<file path="config.mk">
export PLATFORM = sky130hd
export DESIGN_NAME = raw_string_literal_scanner
export DESIGN_NICKNAME = d
export VERILOG_FILES = /design/src/hdl/rsl_pkg.sv /design/src/hdl/rsl_step.sv /design/src/hdl/raw_string_literal_scanner.sv
export SDC_FILE = /design/constraint.sdc
export NUM_CORES = 1
export LEC_CHECK = 0
export BUFFER_PORTS_ARGS = -buffer_cell sky130_fd_sc_hd__buf_2
export CELL_PAD_IN_SITES_DETAIL_PLACEMENT = 0
export CELL_PAD_IN_SITES_GLOBAL_PLACEMENT = 2
export CORE_MARGIN = 2
export CORE_UTILIZATION = 37
export CTS_CLUSTER_DIAMETER = 60
export CTS_CLUSTER_SIZE = 30
export DETAILED_ROUTE_END_ITERATION = 8
export GPL_TIMING_DRIVEN = 0
export PLACE_DENSITY_LB_ADDON = 0.08
export RECOVER_POWER = 50
export SYNTH_ARGS = -nofsm -noshare
export SYNTH_HDL_FRONTEND = slang
export SYNTH_SLANG_ARGS = --single-unit
</file>
<file path="constraint.sdc">
create_clock -name clk -period 4.3 [get_ports clk]
set_input_delay 0.86 -clock clk [delete_from_list [all_inputs] [get_ports clk]]
set_output_delay 0.86 -clock clk [all_outputs]
set_load 0.01 [all_outputs]
</file>
<file path="src/hdl/rsl_pkg.sv">
// ----------------------------------------------------------------------------
// rsl_pkg
// Types and constants shared by the raw string literal scanner.
// ----------------------------------------------------------------------------
`timescale 1ns / 1ps
`default_nettype none

package rsl_pkg;

  localparam int CpW    = 21;
  localparam int KindW  = 3;
  localparam int EventW = 3;

  localparam logic [CpW-1:0] CpQuote     = 21'h00022;
  localparam logic [CpW-1:0] CpBackslash = 21'h0005C;
  localparam logic [CpW-1:0] CpNewline   = 21'h0000A;
  localparam logic [CpW-1:0] CpLowerU    = 21'h00075;
  localparam logic [CpW-1:0] CpUpperU    = 21'h00055;
  localparam logic [CpW-1:0] CpUpperL    = 21'h0004C;
  localparam logic [CpW-1:0] CpEight     = 21'h00038;

  localparam logic [KindW-1:0] KindPlain = 3'd0;
  localparam logic [KindW-1:0] KindUtf8  = 3'd1;
  localparam logic [KindW-1:0] KindUtf16 = 3'd2;
  localparam logic [KindW-1:0] KindUtf32 = 3'd3;
  localparam logic [KindW-1:0] KindWide  = 3'd4;

  localparam logic [EventW-1:0] EvChar    = 3'd0;
  localparam logic [EventW-1:0] EvEnd     = 3'd1;
  localparam logic [EventW-1:0] EvNoMatch = 3'd2;
  localparam logic [EventW-1:0] EvNewline = 3'd3;
  localparam logic [EventW-1:0] EvUnterm  = 3'd4;

  // Scan phase, one-hot.
  typedef enum logic [6:0] {
    PH_IDLE = 7'b0000001,
    PH_U    = 7'b0000010,
    PH_U8   = 7'b0000100,
    PH_BIGU = 7'b0001000,
    PH_L    = 7'b0010000,
    PH_BODY = 7'b0100000,
    PH_ESC  = 7'b1000000
  } phase_t;

  // Decision for one item: the result it gives, if any, and the new state.
  typedef struct packed {
    logic              has_res;
    logic [CpW-1:0]    char_val;
    logic [KindW-1:0]  kind_val;
    logic [EventW-1:0] event_val;
    logic              last;
    phase_t            phase_next;
    logic [KindW-1:0]  kind_next;
  } step_t;

endpackage

`default_nettype wire

</file>
<file path="src/hdl/rsl_step.sv">
// ----------------------------------------------------------------------------
// rsl_step
// Decides the result and next scan state for one code point.
// ----------------------------------------------------------------------------
`timescale 1ns / 1ps
`default_nettype none

module rsl_step (
  input  wire rsl_pkg::phase_t              phase,
  input  wire logic [rsl_pkg::KindW-1:0]    kind_held,
  input  wire logic [rsl_pkg::CpW-1:0]      cp,
  input  wire logic                         eoi,
  output rsl_pkg::step_t                    step
);

  // Helpers for the result fields of the step.
  always_comb begin
    step            = '0;
    step.phase_next = phase;
    step.kind_next  = kind_held;
    step.kind_val   = kind_held;
    step.event_val  = rsl_pkg::EvChar;

    case (phase)
      rsl_pkg::PH_U: begin
        if (!eoi && cp == rsl_pkg::CpEight) begin
          step.phase_next = rsl_pkg::PH_U8;
        end else if (!eoi && cp == rsl_pkg::CpQuote) begin
          step.phase_next = rsl_pkg::PH_BODY;
          step.kind_next  = rsl_pkg::KindUtf16;
        end else begin
          step.has_res    = 1'b1;
          step.kind_val   = rsl_pkg::KindPlain;
          step.event_val  = rsl_pkg::EvNoMatch;
          step.last       = 1'b1;
          step.phase_next = rsl_pkg::PH_IDLE;
          step.kind_next  = rsl_pkg::KindPlain;
        end
      end
      rsl_pkg::PH_U8, rsl_pkg::PH_BIGU, rsl_pkg::PH_L: begin
        if (!eoi && cp == rsl_pkg::CpQuote) begin
          step.phase_next = rsl_pkg::PH_BODY;
          if (phase == rsl_pkg::PH_U8) begin
            step.kind_next = rsl_pkg::KindUtf8;
          end else if (phase == rsl_pkg::PH_BIGU) begin
            step.kind_next = rsl_pkg::KindUtf32;
          end else begin
            step.kind_next = rsl_pkg::KindWide;
          end
        end else begin
          step.has_res    = 1'b1;
          step.kind_val   = rsl_pkg::KindPlain;
          step.event_val  = rsl_pkg::EvNoMatch;
          step.last       = 1'b1;
          step.phase_next = rsl_pkg::PH_IDLE;
          step.kind_next  = rsl_pkg::KindPlain;
        end
      end
      rsl_pkg::PH_BODY: begin
        step.has_res = 1'b1;
        if (eoi) begin
          step.event_val  = rsl_pkg::EvUnterm;
          step.last       = 1'b1;
          step.phase_next = rsl_pkg::PH_IDLE;
        end else if (cp == rsl_pkg::CpQuote) begin
          step.event_val  = rsl_pkg::EvEnd;
          step.last       = 1'b1;
          step.phase_next = rsl_pkg::PH_IDLE;
        end else if (cp == rsl_pkg::CpNewline) begin
          step.event_val  = rsl_pkg::EvNewline;
          step.last       = 1'b1;
          step.phase_next = rsl_pkg::PH_IDLE;
        end else begin
          step.char_val = cp;
          if (cp == rsl_pkg::CpBackslash) begin
            step.phase_next = rsl_pkg::PH_ESC;
          end
        end
      end
      rsl_pkg::PH_ESC: begin
        step.has_res = 1'b1;
        if (eoi) begin
          step.event_val  = rsl_pkg::EvUnterm;
          step.last       = 1'b1;
          step.phase_next = rsl_pkg::PH_IDLE;
        end else begin
          step.char_val   = cp;
          step.phase_next = rsl_pkg::PH_BODY;
        end
      end
      default: begin
        // Idle: look for the start of a prefix.
        if (!eoi && cp == rsl_pkg::CpQuote) begin
          step.phase_next = rsl_pkg::PH_BODY;
          step.kind_next  = rsl_pkg::KindPlain;
        end else if (!eoi && cp == rsl_pkg::CpLowerU) begin
          step.phase_next = rsl_pkg::PH_U;
        end else if (!eoi && cp == rsl_pkg::CpUpperU) begin
          step.phase_next = rsl_pkg::PH_BIGU;
        end else if (!eoi && cp == rsl_pkg::CpUpperL) begin
          step.phase_next = rsl_pkg::PH_L;
        end else begin
          step.has_res    = 1'b1;
          step.kind_val   = rsl_pkg::KindPlain;
          step.event_val  = rsl_pkg::EvNoMatch;
          step.last       = 1'b1;
          step.phase_next = rsl_pkg::PH_IDLE;
          step.kind_next  = rsl_pkg::KindPlain;
        end
      end
    endcase
  end

endmodule

`default_nettype wire

</file>
<file path="src/hdl/raw_string_literal_scanner.sv">
// ----------------------------------------------------------------------------
// raw_string_literal_scanner
// Streams a C string literal one code point per item, prefix through close.
// ----------------------------------------------------------------------------
// The scanner takes one code point per item and sustains one item per clock
// while no result waits on a stalled output. An accepted item lands in an
// input register; the next cycle a small decoder looks at it together with
// the scan phase and literal kind and, once any result it yields has a place
// to go, updates both and loads the result register. The figure of one item
// per cycle is set by the phase register, which must settle one code point
// before the next may be decoded. Prefix characters (u, u8, U, L and the
// opening quote) yield no result. A mismatching prefix yields a no-match
// result and the scanner returns to idle; the offending code point is
// consumed with it, so the source should rewind and resend it. Inside the
// literal each code point, including a backslash and whatever follows it, is
// passed on as content. The closing quote, a bare newline or end of input ends
// the literal with token_last set. A stalled result register holds its item;
// the input register then accepts only while empty or while its item yields
// no result, and items without a result pass regardless of the output side.
// ----------------------------------------------------------------------------
`timescale 1ns / 1ps
`default_nettype none

module raw_string_literal_scanner (
  input  wire logic                          clk,
  input  wire logic                          rst,
  input  wire logic                          in_valid,
  output      logic                          in_ready,
  input  wire logic [rsl_pkg::CpW-1:0]       code_point,
  input  wire logic                          end_of_input,
  output      logic                          out_valid,
  input  wire logic                          out_ready,
  output      logic [rsl_pkg::CpW-1:0]       char_out,
  output      logic [rsl_pkg::KindW-1:0]     literal_kind,
  output      logic [rsl_pkg::EventW-1:0]    event_res,
  output      logic                          token_last
);

  // Input register.
  logic                        in_full;
  logic [rsl_pkg::CpW-1:0]     in_cp;
  logic                        in_eoi;

  // Scan state.
  rsl_pkg::phase_t             phase;
  logic [rsl_pkg::KindW-1:0]   kind_held;

  // Result register.
  logic                        out_full;

  rsl_pkg::step_t              step;
  logic                        advance;

  rsl_step u_step (
    .phase     (phase),
    .kind_held (kind_held),
    .cp        (in_cp),
    .eoi       (in_eoi),
    .step      (step)
  );

  // The held item is decoded when its result, if any, has a place to go.
  assign advance   = in_full && (!step.has_res || !out_full || out_ready);
  assign in_ready  = !in_full || advance;
  assign out_valid = out_full;

  always_ff @(posedge clk) begin
    if (rst) begin
      in_full   <= 1'b0;
      out_full  <= 1'b0;
      phase     <= rsl_pkg::PH_IDLE;
      kind_held <= rsl_pkg::KindPlain;
    end else begin
      if (in_valid && in_ready) begin
        in_full <= 1'b1;
      end else if (advance) begin
        in_full <= 1'b0;
      end

      if (advance && step.has_res) begin
        out_full <= 1'b1;
      end else if (out_ready) begin
        out_full <= 1'b0;
      end

      if (advance) begin
        phase     <= step.phase_next;
        kind_held <= step.kind_next;
      end
    end
  end

  // Payload registers carry no reset.
  always_ff @(posedge clk) begin
    if (in_valid && in_ready) begin
      in_cp  <= code_point;
      in_eoi <= end_of_input;
    end
    if (advance && step.has_res) begin
      char_out     <= step.char_val;
      literal_kind <= step.kind_val;
      event_res    <= step.event_val;
      token_last   <= step.last;
    end
  end

endmodule

`default_nettype wire

</file>
==> impl_metrics.yaml <==
clock_tree:
  postCtsHoldBufs: 0
  post_cts_resized: 0
  clk_pin_slew_ns: 0.07
  worstSkewPairLatency_ns: 0.34
  cts_setup_buffers: 0
  clockBufferDepth: 2
  htree_levels: 3
  tritoncts: "yes"
  cts-root-buf: "clkbuf_8"
  cts.sinks: 62
  cts_buffers: 9
sta:
  setup_tns_ns: 0
  holdWs_ns: 0.459
  finalSetupViolCount: 0
  max_slew_margin: 0.367
  period_needed_ns: 3.52
  fin_crit_sh: 0.819
  final_hold_viol_count: 0
  max_freq_ghz: 0.284
  grt_setup_unrepaired: "no"
  worst_pin_slew_ns: 0.950
  finClkSkew_ns: 0.00611
  timing.final.max_slew_violations: 0
placed_design:
  routabilityCongestion: 0.751
  portBuffers: 55
  dp_hpwl_mm: 4.11
  placed_area_mm2: 0.00322
status:
  status: "complete, no violations"
pwr:
  ir_drop_uv: 182
  p_total_uw: 1190
  powerDensity_mw_per_mm2: 362
  leakagePower_uw: 0.00114
finish:
  n_fill_cell: 740
  layout.nets: 305
  fin_util: 0.451
  syn2layout_area_growth_pct: 17.1
  postLayoutCellArea_mm2: 0.00329
  final_layout_size_suffix_gt1_frac: 0.215
  n_antenna_cell: 0
synthesis:
  ys.flop_type: "edfxtp_1"
  synth_most_common_cell: "edfxtp_1"
  syn_avg_cell_area_um2: 13.2
  synthTopCellsByCount: "edfxtp_1 (50), and2_1 (24), nand2_1 (13), dfxtp_1 (12), nor2_1 (8)"
  yosys_warnings: 0
  synth_edf_count: 50
  synth.largest_area_cell: "edfxtp_1"
  ys_seq_area_frac: 0.620
  synth_area_mm2: 0.00281
  synth_top_area_frac: 0.535
  mappedNetlistNets: 239
  synthTopCellsByArea: "edfxtp_1 (53%), dfxtp_1 (8.6%), and2_1 (5.3%), mux2i_1 (1.8%), nand2_1 (1.7%)"
  synth-seq-cells: 62
  yosysUniqueCellTypes: 59
  ys_async_sr_fraction: 0
  netlist_instances: 213
routing:
  drtIter0Drc: 62
  vias: 1862
  wl_per_cell_um: 14.8
  wirelength_mm: 5.68
  drc: 0
  ant_nets: 0
  vias_per_cell: 4.86
  dr.pass1.iters: 4
setup_path:
  crit_type: "reg2out"
  arrival_ns: 2.66
  path_max_fanout: 9
  crit_required_ns: 3.44
  cp-start-kind: "flip-flop"
  cp-end-kind: "output port"
die:
  start_util: 0.385
  ioPinCount: 56
  row_count: 31
  die_area_mm2: 0.00830
  die_y_um: 91.1
  fp.dieW_um: 91.1
  core_mm2: 0.00729
hold_path:
  holdCritPathClass: "reg2reg"
global_route:
  grt_pass1_wl_mm: 9.32
  antenna_found_initial: 0
  grt_pass1_vias: 1806
  grt-ovfl-total: 0
  grtUsageTotal: 0.148
  grt_max_degree: 29
run:
  max-cap-violations: 0
-- placed cells by master (no fill, tap or decap), drive strengths merged, types with 3 or more instances in the layout --
cell type,n
o21ai,6
buf,31
clkinv,5
or4,3
o211ai,3
nand2,13
dfxtp,12
clkbuf,41
or3,4
and2,26
a21oi,7
mux2i,5
o211a,3
nor2b,5
nand2b,4
xor2,3
nor2,9
nand3,5
edfxtp,50
nand3b,3
inv,3
nor4,6
nor3,5
-- path summary, 6_finish.rpt --
check	startpoint	end	slack (ns)	cells past startpoint
setup / recovery	phase[4]$_SDFFE_PP0P_	in_ready	0.78	5
setup reg to reg	phase[4]$_SDFFE_PP0P_	literal_kind[0]$_DFFE_PP_	1.02	5
hold reg to reg	kind_held[1]$_SDFFE_PP0P_	kind_held[1]$_SDFFE_PP0P_	0.46	2
hold / removal	kind_held[1]$_SDFFE_PP0P_	kind_held[1]$_SDFFE_PP0P_	0.46	2
-- report_power, final --
part	internal [uW]	switching, uW	leakage, uW
logic	25.2	40.0	0.000485
clock network	204	235	0.0000781
registers	672	14.4	0.000579
total	901	290	0.00114
-- registers in the layout, summed over array words and instances, names as in the netlist, 3 cells and up --
| name | cells |
|---|---|
| in_cp | 21 |
| literal_kind | 3 |
| phase | 7 |
| event_res | 3 |
| char_out | 21 |
| kind_held | 3 |
-- stage by stage --
step,worst slack [ns],instances
after floorplan,0.963,213
after global placement,0.108,367
after detailed placement,1.18,367
after CTS,1.00,383
after global routing,0.511,383
final,0.779,383
-- cells by family (layout without fill, tap and decap cells) --
family,count (synthesis),after routing,synth area share
AO/OA/AOI/OAI,34,34,0.0998
XOR/XNOR,4,4,0.0125
buffers and inverters,11,82,0.0223
flip-flops,62,62,0.620
multiplexers,6,6,0.0232
AND/OR/NAND/NOR,96,96,0.222
-- critical path, cell delays in order (launching register included) --
cell	delay [ns]
dfxtp_1	0.38
or4_1	0.65
nor3b_1	0.66
or3_2	0.29
o2111ai_1	0.15
buf_2	0.18
-- routing by layer --
metal / global-route usage / wire, um
met1: 0.197 / 2670
met3: 0.0448 / 255
met5: 0 / 0
met2: 0.230 / 2670
met4: 0.0530 / 83
-- layout make-up --
class,count,area [um2],area share
sequential,62,1740,0.529
multi-input combinational,140,960,0.292
clock inverter,7,40.0,0.0122
clock buffer,9,124,0.0376
timing repair buffer,55,239,0.0726
buffer,8,51.3,0.0156
tap,99,124,0.0376
inverter,3,11.3,0.00342
No activity file was read; power rests on OpenSTA's default activity.
